===== src/hdl/c8x_pkg.sv =====
// ----------------------------------------------------------------------------
// c8x_pkg: shared types and constants for the instruction execute block
// Holds the payload structs, status codes and the command codes.
// ----------------------------------------------------------------------------
`default_nettype none
package c8x_pkg;

   typedef struct packed {
      logic        cmd;
      logic [15:0] instruction;
      logic [15:0] keys_down;
      logic [7:0]  random_byte;
   } req_type;

   typedef struct packed {
      logic [11:0] next_pc;
      logic [11:0] index_value;
      logic        mem_write_valid;
      logic [11:0] mem_address;
      logic [7:0]  mem_data;
      logic        sound_on;
      logic [1:0]  status;
      logic        last;
   } rsp_type;

   localparam logic [1:0] STATUS_OK          = 2'd0;
   localparam logic [1:0] STATUS_UNSUPPORTED = 2'd1;
   localparam logic [1:0] STATUS_STACK       = 2'd2;

   localparam logic CMD_EXEC = 1'b0;
   localparam logic CMD_TICK = 1'b1;

   // Register file port request from the sequencer
   typedef struct packed {
      logic       we;
      logic [3:0] waddr;
      logic [7:0] wdata;
      logic [3:0] raddr_a;
      logic [3:0] raddr_b;
   } rf_req_type;

endpackage
`default_nettype wire


===== src/hdl/chip8_instruction_execute_top.sv =====
// ----------------------------------------------------------------------------
// chip8_instruction_execute_top: CHIP-8 instruction executor
// Executes one instruction or timer tick per transfer, emitting results.
// ----------------------------------------------------------------------------
//  channel | dir | payload            | handshake
//  req_    | in  | c8x_pkg::req_type  | req_valid / req_stall
//  rsp_    | out | c8x_pkg::rsp_type  | rsp_valid / rsp_stall
// An item goes through a register file and stack read, then execute, which
// waits while the output is blocked; ALU ops writing VX and VF add a flag
// write step. BCD gives three results and register store X+1, one per cycle
// while the output is free, registers read ahead. Synchronous reset clears
// control state but burst counters; next item is taken while a result waits.
// ----------------------------------------------------------------------------
`default_nettype none
module chip8_instruction_execute_top #(
   parameter int FONT_BASE     = 80,
   parameter int STACK_DEPTH   = 16,
   parameter int START_ADDRESS = 512
) (
   input  wire logic             clock,
   input  wire logic             reset,
   input  wire logic             req_valid,
   output logic                  req_stall,
   input  wire c8x_pkg::req_type req_data,
   output logic                  rsp_valid,
   input  wire logic             rsp_stall,
   output c8x_pkg::rsp_type      rsp_data
);
   typedef enum logic [3:0] {
      S_IDLE  = 4'b0001,
      S_EXEC  = 4'b0010,
      S_BCD   = 4'b0100,
      S_STORE = 4'b1000
   } state_type;

   state_type        state_ff, state_in;
   c8x_pkg::req_type item_ff, item_in;
   logic [11:0]      pc_ff, pc_in, idx_ff, idx_in;
   logic [4:0]       sp_ff, sp_in;
   logic [7:0]       dt_ff, dt_in, st_ff, st_in;
   logic [3:0]       k_ff, k_in;
   logic [1:0]       b_ff, b_in;
   logic [7:0]       bcd_ff [3];
   logic             bcd_ld;
   logic [7:0]       bcd_h, bcd_t, bcd_o;
   logic             ov_ff, ov_in;
   c8x_pkg::rsp_type out_ff, out_in;

   c8x_pkg::rf_req_type rf_req;
   logic [7:0]  vx, vy;
   logic        stk_we;
   logic [3:0]  stk_raddr;
   logic [11:0] stk_rdata;

   c8x_regfile u_rf (.clock, .reset, .rf_req, .rdata_a(vx), .rdata_b(vy));
   c8x_stack u_stk (.clock, .we(stk_we), .waddr(sp_ff[3:0]), .wdata(pc_ff + 12'd2),
                    .raddr(stk_raddr), .rdata(stk_rdata));

   logic out_free, accept;
   assign out_free  = !ov_ff || !rsp_stall;
   assign req_stall = (state_ff != S_IDLE);
   assign accept    = req_valid && !req_stall;
   assign rsp_valid = ov_ff;
   assign rsp_data  = out_ff;

   logic [3:0]  x, y, n;
   logic [7:0]  nn;
   logic [11:0] nnn;
   assign x   = item_ff.instruction[11:8];
   assign y   = item_ff.instruction[7:4];
   assign n   = item_ff.instruction[3:0];
   assign nn  = item_ff.instruction[7:0];
   assign nnn = item_ff.instruction[11:0];

   // Binary-coded decimal of VX by compare and subtract
   always_comb begin
      logic [7:0] r;
      r = vx;
      bcd_h = 8'd0;
      if (r >= 8'd200) begin bcd_h = 8'd2; r = r - 8'd200; end
      else if (r >= 8'd100) begin bcd_h = 8'd1; r = r - 8'd100; end
      bcd_t = 8'd0;
      for (int i = 9; i >= 1; i--) begin
         if (bcd_t == 8'd0 && r >= 8'(i * 10)) begin
            bcd_t = 8'(i);
         end
      end
      bcd_o = r - 8'((bcd_t * 8'd10));
   end

   // Sequencer: decode, execute and drain the write bursts
   always_comb begin
      logic [11:0] pc2, t12;
      logic [12:0] s13;
      logic [8:0]  s9;
      logic [1:0]  status;
      logic        emit, key;
      state_in = state_ff;
      item_in  = item_ff;
      pc_in = pc_ff; idx_in = idx_ff; sp_in = sp_ff; dt_in = dt_ff; st_in = st_ff;
      k_in = k_ff; b_in = b_ff; bcd_ld = 1'b0;
      ov_in  = ov_ff && rsp_stall;
      out_in = out_ff;
      rf_req = '0;
      stk_we = 1'b0;
      stk_raddr = sp_ff[3:0] - 4'd1;
      status = c8x_pkg::STATUS_OK;
      emit = 1'b0;
      pc2 = pc_ff + 12'd2;
      t12 = '0; s13 = '0; s9 = '0; key = 1'b0;
      // Port B reads V0 for the jump with offset, VY otherwise
      rf_req.raddr_a = req_data.instruction[11:8];
      rf_req.raddr_b = (req_data.instruction[15:12] == 4'hB) ? 4'd0
                                                             : req_data.instruction[7:4];
      unique case (state_ff)
         S_IDLE: begin
            if (accept) begin
               item_in  = req_data;
               state_in = S_EXEC;
            end
         end
         S_EXEC: begin
            // Hold both read addresses while the output is blocked
            rf_req.raddr_a = x;
            rf_req.raddr_b = (item_ff.instruction[15:12] == 4'hB) ? 4'd0 : y;
            if (out_free) begin
               emit = 1'b1;
               state_in = S_IDLE;
               if (item_ff.cmd == c8x_pkg::CMD_TICK) begin
                  if (dt_ff != 8'd0) dt_in = dt_ff - 8'd1;
                  if (st_ff != 8'd0) st_in = st_ff - 8'd1;
               end else begin
                  pc_in = pc2;
                  key = (vx < 8'd16) && item_ff.keys_down[vx[3:0]];
                  unique case (item_ff.instruction[15:12])
                     4'h0: begin
                        if (item_ff.instruction == 16'h00EE) begin
                           if (sp_ff == 5'd0 || sp_ff > 5'(STACK_DEPTH))
                              status = c8x_pkg::STATUS_STACK;
                           else begin
                              sp_in = sp_ff - 5'd1;
                              pc_in = stk_rdata;
                           end
                        end else status = c8x_pkg::STATUS_UNSUPPORTED;
                     end
                     4'h1: pc_in = nnn;
                     4'h2: begin
                        if (sp_ff >= 5'(STACK_DEPTH)) status = c8x_pkg::STATUS_STACK;
                        else begin
                           stk_we = 1'b1;
                           sp_in  = sp_ff + 5'd1;
                           pc_in  = nnn;
                        end
                     end
                     4'h3: if (vx == nn) pc_in = pc_ff + 12'd4;
                     4'h4: if (vx != nn) pc_in = pc_ff + 12'd4;
                     4'h5: if (n != 4'd0) status = c8x_pkg::STATUS_UNSUPPORTED;
                           else if (vx == vy) pc_in = pc_ff + 12'd4;
                     4'h6: begin rf_req.we = 1'b1; rf_req.waddr = x; rf_req.wdata = nn; end
                     4'h7: begin rf_req.we = 1'b1; rf_req.waddr = x; rf_req.wdata = vx + nn; end
                     4'h8: begin
                        // Flag result overrides VX when X is F
                        rf_req.we = 1'b1; rf_req.waddr = x;
                        unique case (n)
                           4'h0: rf_req.wdata = vy;
                           4'h1: rf_req.wdata = vx | vy;
                           4'h2: rf_req.wdata = vx & vy;
                           4'h3: rf_req.wdata = vx ^ vy;
                           4'h4: begin
                              s9 = {1'b0, vx} + {1'b0, vy};
                              rf_req.wdata = (x == 4'hF) ? {7'd0, s9[8]} : s9[7:0];
                           end
                           4'h5: rf_req.wdata = (x == 4'hF) ? {7'd0, vx >= vy} : vx - vy;
                           4'h6: rf_req.wdata = (x == 4'hF) ? {7'd0, vx[0]} : {1'b0, vx[7:1]};
                           4'h7: rf_req.wdata = (x == 4'hF) ? {7'd0, vy >= vx} : vy - vx;
                           4'hE: rf_req.wdata = (x == 4'hF) ? {7'd0, vx[7]} : {vx[6:0], 1'b0};
                           default: begin
                              rf_req.we = 1'b0;
                              status = c8x_pkg::STATUS_UNSUPPORTED;
                           end
                        endcase
                        // Second write for the flag goes through the burst path
                        if (rf_req.we && x != 4'hF && (n == 4'h4 || n == 4'h5 ||
                            n == 4'h6 || n == 4'h7 || n == 4'hE)) begin
                           emit = 1'b0;
                           state_in = S_BCD;
                           b_in = 2'd3;
                           bcd_ld = 1'b1;
                        end
                     end
                     4'h9: if (n != 4'd0) status = c8x_pkg::STATUS_UNSUPPORTED;
                           else if (vx != vy) pc_in = pc_ff + 12'd4;
                     4'hA: idx_in = nnn;
                     // Port B carries V0 here
                     4'hB: pc_in = nnn + {4'd0, vy};
                     4'hC: begin
                        rf_req.we = 1'b1; rf_req.waddr = x;
                        rf_req.wdata = item_ff.random_byte & nn;
                     end
                     4'hD: status = c8x_pkg::STATUS_UNSUPPORTED;
                     4'hE: begin
                        if (nn == 8'h9E) begin if (key) pc_in = pc_ff + 12'd4; end
                        else if (nn == 8'hA1) begin if (!key) pc_in = pc_ff + 12'd4; end
                        else status = c8x_pkg::STATUS_UNSUPPORTED;
                     end
                     default: begin
                        unique case (nn)
                           8'h07: begin rf_req.we = 1'b1; rf_req.waddr = x; rf_req.wdata = dt_ff; end
                           8'h15: dt_in = vx;
                           8'h18: st_in = vx;
                           8'h1E: begin
                              s13 = {1'b0, idx_ff} + {5'd0, vx};
                              idx_in = s13[11:0];
                              rf_req.we = 1'b1; rf_req.waddr = 4'hF;
                              rf_req.wdata = {7'd0, s13[12]};
                           end
                           8'h29: begin
                              t12 = 12'(FONT_BASE) + {4'd0, vx} + {2'd0, vx, 2'd0};
                              idx_in = t12;
                           end
                           8'h33: begin
                              emit = 1'b0; state_in = S_BCD; b_in = 2'd0; bcd_ld = 1'b1;
                           end
                           8'h55: begin
                              emit = 1'b0; state_in = S_STORE; k_in = 4'd0;
                              rf_req.raddr_a = 4'd0;
                           end
                           default: status = c8x_pkg::STATUS_UNSUPPORTED;
                        endcase
                     end
                  endcase
               end
               if (emit) begin
                  ov_in = 1'b1;
                  out_in = '0;
                  out_in.next_pc = pc_in;
                  out_in.index_value = idx_in;
                  out_in.sound_on = (st_in != 8'd0);
                  out_in.status = status;
                  out_in.last = 1'b1;
               end
            end
         end
         S_BCD: begin
            rf_req.raddr_a = x;
            if (b_ff == 2'd3) begin
               // Deferred flag write for the ALU ops, together with the single result
               if (out_free) begin
                  rf_req.we = 1'b1; rf_req.waddr = 4'hF;
                  rf_req.wdata = bcd_ff[0];
                  ov_in = 1'b1; out_in = '0;
                  out_in.next_pc = pc_ff; out_in.index_value = idx_ff;
                  out_in.sound_on = (st_ff != 8'd0); out_in.last = 1'b1;
                  state_in = S_IDLE;
               end
            end else if (out_free) begin
               ov_in = 1'b1; out_in = '0;
               out_in.next_pc = pc_ff; out_in.index_value = idx_ff;
               out_in.sound_on = (st_ff != 8'd0);
               out_in.mem_write_valid = 1'b1;
               out_in.mem_address = idx_ff + {10'd0, b_ff};
               out_in.mem_data = bcd_ff[b_ff];
               out_in.last = (b_ff == 2'd2);
               b_in = b_ff + 2'd1;
               if (b_ff == 2'd2) state_in = S_IDLE;
            end
         end
         S_STORE: begin
            rf_req.raddr_a = k_ff;
            if (out_free) begin
               ov_in = 1'b1; out_in = '0;
               out_in.next_pc = pc_ff; out_in.index_value = idx_ff;
               out_in.sound_on = (st_ff != 8'd0);
               out_in.mem_write_valid = 1'b1;
               out_in.mem_address = idx_ff + {8'd0, k_ff};
               out_in.mem_data = vx;
               out_in.last = (k_ff == x);
               k_in = k_ff + 4'd1;
               rf_req.raddr_a = k_ff + 4'd1;
               if (k_ff == x) state_in = S_IDLE;
            end
         end
         default: state_in = S_IDLE;
      endcase
   end

   // Flag values for the deferred ALU write
   logic [7:0] flag_v;
   always_comb begin
      unique case (n)
         4'h4: flag_v = {7'd0, ({1'b0, vx} + {1'b0, vy}) > 9'd255};
         4'h5: flag_v = {7'd0, vx >= vy};
         4'h6: flag_v = {7'd0, vx[0]};
         4'h7: flag_v = {7'd0, vy >= vx};
         default: flag_v = {7'd0, vx[7]};
      endcase
   end

   // Hold registers
   always_ff @(posedge clock) begin
      item_ff <= item_in;
      out_ff  <= out_in;
      k_ff    <= k_in;
      b_ff    <= b_in;
      if (bcd_ld) begin
         if (b_in == 2'd3) bcd_ff[0] <= flag_v;
         else begin
            bcd_ff[0] <= bcd_h; bcd_ff[1] <= bcd_t; bcd_ff[2] <= bcd_o;
         end
      end
      if (reset) begin
         state_ff <= S_IDLE;
         pc_ff <= 12'(START_ADDRESS);
         idx_ff <= '0; sp_ff <= '0; dt_ff <= '0; st_ff <= '0; ov_ff <= 1'b0;
      end else begin
         state_ff <= state_in;
         pc_ff <= pc_in; idx_ff <= idx_in; sp_ff <= sp_in;
         dt_ff <= dt_in; st_ff <= st_in; ov_ff <= ov_in;
      end
   end
endmodule
`default_nettype wire


===== src/hdl/c8x_regfile.sv =====
// ----------------------------------------------------------------------------
// c8x_regfile: data register memory V0..VF
// Two synchronous read ports, one write port, valid bits model the reset.
// ----------------------------------------------------------------------------
`default_nettype none
module c8x_regfile (
   input  wire logic                clock,
   input  wire logic                reset,
   input  wire c8x_pkg::rf_req_type rf_req,
   output logic [7:0]               rdata_a,
   output logic [7:0]               rdata_b
);
   logic [7:0]  mem [16];
   logic [15:0] valid_ff;
   logic [7:0]  ra_ff, rb_ff;
   logic        va_ff, vb_ff;

   // Write port and valid bits
   always_ff @(posedge clock) begin
      if (rf_req.we) mem[rf_req.waddr] <= rf_req.wdata;
      if (reset) valid_ff <= '0;
      else if (rf_req.we) valid_ff[rf_req.waddr] <= 1'b1;
   end

   // Registered reads
   always_ff @(posedge clock) begin
      ra_ff <= mem[rf_req.raddr_a];
      rb_ff <= mem[rf_req.raddr_b];
      va_ff <= valid_ff[rf_req.raddr_a];
      vb_ff <= valid_ff[rf_req.raddr_b];
   end

   assign rdata_a = va_ff ? ra_ff : 8'd0;
   assign rdata_b = vb_ff ? rb_ff : 8'd0;
endmodule
`default_nettype wire


===== src/hdl/c8x_stack.sv =====
// ----------------------------------------------------------------------------
// c8x_stack: return address memory
// One write and one synchronous read address per cycle; no reset.
// ----------------------------------------------------------------------------
`default_nettype none
module c8x_stack (
   input  wire logic        clock,
   input  wire logic        we,
   input  wire logic [3:0]  waddr,
   input  wire logic [11:0] wdata,
   input  wire logic [3:0]  raddr,
   output logic [11:0]      rdata
);
   logic [11:0] mem [16];

   // Write and registered read
   always_ff @(posedge clock) begin
      if (we) mem[waddr] <= wdata;
      rdata <= mem[raddr];
   end
endmodule
`default_nettype wire


===== config.mk =====
export PLATFORM = sky130hd
export DESIGN_NAME = chip8_instruction_execute_top
export DESIGN_NICKNAME = d
export VERILOG_FILES = /design/src/hdl/c8x_pkg.sv /design/src/hdl/chip8_instruction_execute_top.sv /design/src/hdl/c8x_regfile.sv /design/src/hdl/c8x_stack.sv
export SDC_FILE = /design/constraint.sdc
export NUM_CORES = 1
export LEC_CHECK = 0
export ABC_AREA = 1
export BUFFER_PORTS_ARGS = -buffer_cell sky130_fd_sc_hd__buf_2
export CAP_MARGIN = 20
export CORE_ASPECT_RATIO = 2
export CORE_MARGIN = 8
export CORE_UTILIZATION = 25
export CTS_CLUSTER_DIAMETER = 60
export CTS_CLUSTER_SIZE = 40
export DETAILED_ROUTE_END_ITERATION = 10
export SYNTH_ARGS = -nofsm -noshare
export SYNTH_HDL_FRONTEND = slang
export SYNTH_SLANG_ARGS = --single-unit

===== constraint.sdc =====
create_clock -name clock -period 8.5 [get_ports clock]
set_input_delay 0 -clock clock [delete_from_list [all_inputs] [get_ports clock]]
set_output_delay 0 -clock clock [all_outputs]
set_load 0.01 [all_outputs]

==> impl_metrics.py <==
metrics = {
    "status": {
        "outcome": "finished clean",
    },
    "yosys": {
        "synth_fp_nets": 3787,
        "seq_area_frac_synth_pct": 48.8,
        "yosys_warnings": 0,
        "async_flop_share_pct": 0,
        "netlist.area_leader.share_pct": 42.3,
        "synthCells": 3641,
        "synth_largest_area_cell": "edfxtp_1",
        "synth_common_cells": "763 x nand2_1, 428 x edfxtp_1, 389 x inv_1",
        "synthFlopType": "edfxtp_1",
        "synth.distinct_cells": 70,
        "synth_area_leaders": "edfxtp_1 42%, nand2_1 9.4%, dfxtp_1 6.5%, nand3_1 5.6%, o21ai_0 5.2%",
        "synth-edff-count": 428,
        "avgSynthCellArea_um2": 8.34,
        "synth_area_um2": 30400,
        "ys_ff_latch": 526,
        "synth_most_common_cell": "nand2_1",
    },
    "die": {
        "core_um2": 121000,
        "io_pins": 96,
        "row_count": 181,
        "die_w_um": 262,
        "die_h_um": 509,
        "initial_core_util_pct": 25.1,
        "die-area_um2": 134000,
    },
    "critical_path": {
        "slowest_stage": "dfxtp_1",
        "crit_buf_inv": 2,
        "startpoint": "u_rf.va_ff",
        "crit_path_end_kind": "flip-flop",
        "max_stage_delay_ns": 0.85,
        "r2r-start": "u_rf.va_ff",
        "critPathTopFamily": "simple AND/OR/NAND/NOR gates",
        "required_ns": 8.87,
        "crit_type": "flip-flop to flip-flop",
        "cp_max_fo": 19,
        "cp-start-kind": "flip-flop",
        "worstPathArrival_ns": 6.16,
        "crit_chain": "nand2_1 > inv_2 > a31oi_1 > nand2_1 > nand2_1 > nand2_2 > xor2_2 > nand2_1 > nor2_1 > nor2_1 > nand2_1 > nand2_1 > nor2_1 > inv_1 > ha_1 > ha_1 > fa_1 > xor2_1 > ha_1 > a21oi_1 > a21boi_0 > nand2_1 > nand2_1 > nand2_1",
        "worst_path_most_repeated_cell": "nand2_1",
    },
    "sta": {
        "finalCriticalPeriod_ns": 5.79,
        "whs_ns": 0.0963,
        "timing.final.ws_setup_ns": 2.71,
        "fin_tns_setup_ns": 0,
        "rsz0062_at_grt": "false",
        "finalSetupViolations": 0,
        "drv_slew": 0,
        "fin_crit_sh_pct": 68.1,
        "worstMarginPinSlew_ns": 1.03,
        "clock.fmax_mhz": 173,
        "finalHoldViolations": 0,
        "slew_headroom_pct": 31.1,
        "finalClockSkew_ns": 0.0466,
    },
    "clock_network": {
        "cts_root_buf": "clkbuf_16",
        "cts_max_level": 2,
        "clk_latency_ns": 0.62,
        "clkTransAtPathRegs_ns": 0.10,
        "numCtsBuffers": 37,
        "cts_tree": "yes",
        "clk_path_buf_depth": 3,
        "cts.sinks": 526,
    },
    "power_and_ir_drop": {
        "p_clk_share_pct": 28.8,
        "power_leakage_uw": 0.0141,
        "ir_drop_mv": 0.199,
        "internal_power_uw": 4470,
        "switchingPower_uw": 2630,
        "power.density_nw_per_um2": 206,
        "p_seq_share_pct": 42.0,
        "p_sw_share_pct": 37.1,
        "combPwrFrac_pct": 29.1,
    },
    "min_path": {
        "hold_class": "input pin to flip-flop",
        "min_from": "req_data[25]",
    },
    "placed_design": {
        "placed_area_um2": 32600,
        "pre_cts_slack_ns": 2.80,
        "post-place-cells": 5200,
        "port_buffers": 95,
        "dp_hpwl_um": 78200,
        "place.gp.congestion": 0.960,
    },
    "drt": {
        "vias": 26900,
        "wl_um": 109000,
        "via_per_inst": 5.07,
        "wl_per_cell_um": 20.6,
        "first_pass_iters": 6,
        "drtAntennaViolNets": 0,
        "drtIter0Drc": 2988,
        "remaining_drc_errors": 0,
    },
    "global_route": {
        "gr-usage-all-layers_pct": 15.6,
        "grt_pass1_wl_um": 162000,
        "grt_pass1_vias": 25300,
        "antenna_found_initial": 3,
        "grt_overflow": 0,
        "grt_max_degree": 98,
    },
    "cells_and_area": {
        "final_area_um2": 34500,
        "fill_cells": 12800,
        "finalNetCount": 3877,
        "finalNonFillerCells": 5315,
        "area_growth_pct": 13.4,
        "drive_above_1_share_pct": 8.70,
    },
    "job": {
        "max_cap_violations": 0,
    },
}
power by group through the flow:
stage	registers [uW]	logic [uW]	clock network [uW]
5_1_grt	3000	2310	2170
4_1_cts	2980	2050	2090
2_1_floorplan	2990	1420	0
3_5_place_dp	3040	2020	0
6_report	2990	2070	2050
3_3_place_gp	3040	2040	0
sequential cells by signal (all words and copies together), names as in the netlist, 14 cells and up:
signal	flops
u_stk.mem	192
u_rf.mem	128
rsp_data	49
item_ff	41
u_rf.valid_ff	16
bcd_ff	14
cell type report:
cell class / count / area, um^2 / share of cell area (%)
clock inverter: 25 / 410 / 1.19
inverter: 433 / 1630 / 4.73
multi-input combinational: 2534 / 13300 / 38.5
clock buffer: 42 / 987 / 2.87
tap: 1555 / 1950 / 5.65
sequential: 526 / 14800 / 43.0
antenna: 1 / 2.50 / 0.00726
timing repair buffer: 199 / 1390 / 4.05
worst paths after layout:
check,to,depth (start not counted),slack (ns)
worst max register to register,bcd_ff[2][7],24,2.71
worst max-delay path,bcd_ff[2][7],24,2.71
worst min-delay path,item_ff[25],2,0.1
worst min register to register,u_rf.valid_ff[8],2,0.47
per-stage QoR:
step	utilization (%)	total power, uW
finish	28.4	7100
global route	28.4	7470
CTS	28.4	7130
detailed placement	26.9	5060
global placement	26.9	5090
floorplan	-	4410
per-layer routing:
metal | vias to the layer above | track usage [%] | share of wire (%)
met2 | 1254 | 25.4 | 46
li1 | 12700 | - | -
met3 | 228 | 2.49 | 8.2
met1 | 12800 | 20.7 | 42
met5 | - | 0 | 0.011
met4 | 2 | 6.18 | 4.0
cells by family after synthesis:
kind of cell | count (synthesis) | share of synthesized area [%]
AND/OR/NAND/NOR | 1620 | 22.8
AO/OA/AOI/OAI | 764 | 14.8
buffers and inverters | 581 | 7.59
flip-flops | 526 | 48.8
adder cells (fa/ha/maj) | 101 | 4.46
XOR/XNOR | 36 | 1.15
multiplexers | 13 | 0.428
what timing repair did:
item,4_1_cts,5_1_grt
resized for setup,0,0
hold buffers,44,0
buffers inserted,0,0
hold endpoints to repair,51,0
layout by cell type (no fill, tap or decap), drive strengths merged, types with 12 or more instances in the layout:
master,count
a21oi,202
xor2,27
nor2,396
o221ai,21
o22ai,28
edfxtp,428
o21ai,340
o211ai,71
clkbuf,42
nand3,344
nand4,42
fa,12
nand2,784
inv,432
nor3,26
dfxtp,98
buf,155
dlygate4sd3,44
or2,13
a31oi,13
mux2i,13
ha,89
clkinv,24
o32ai,38
Power figures use the tool's default switching activity.
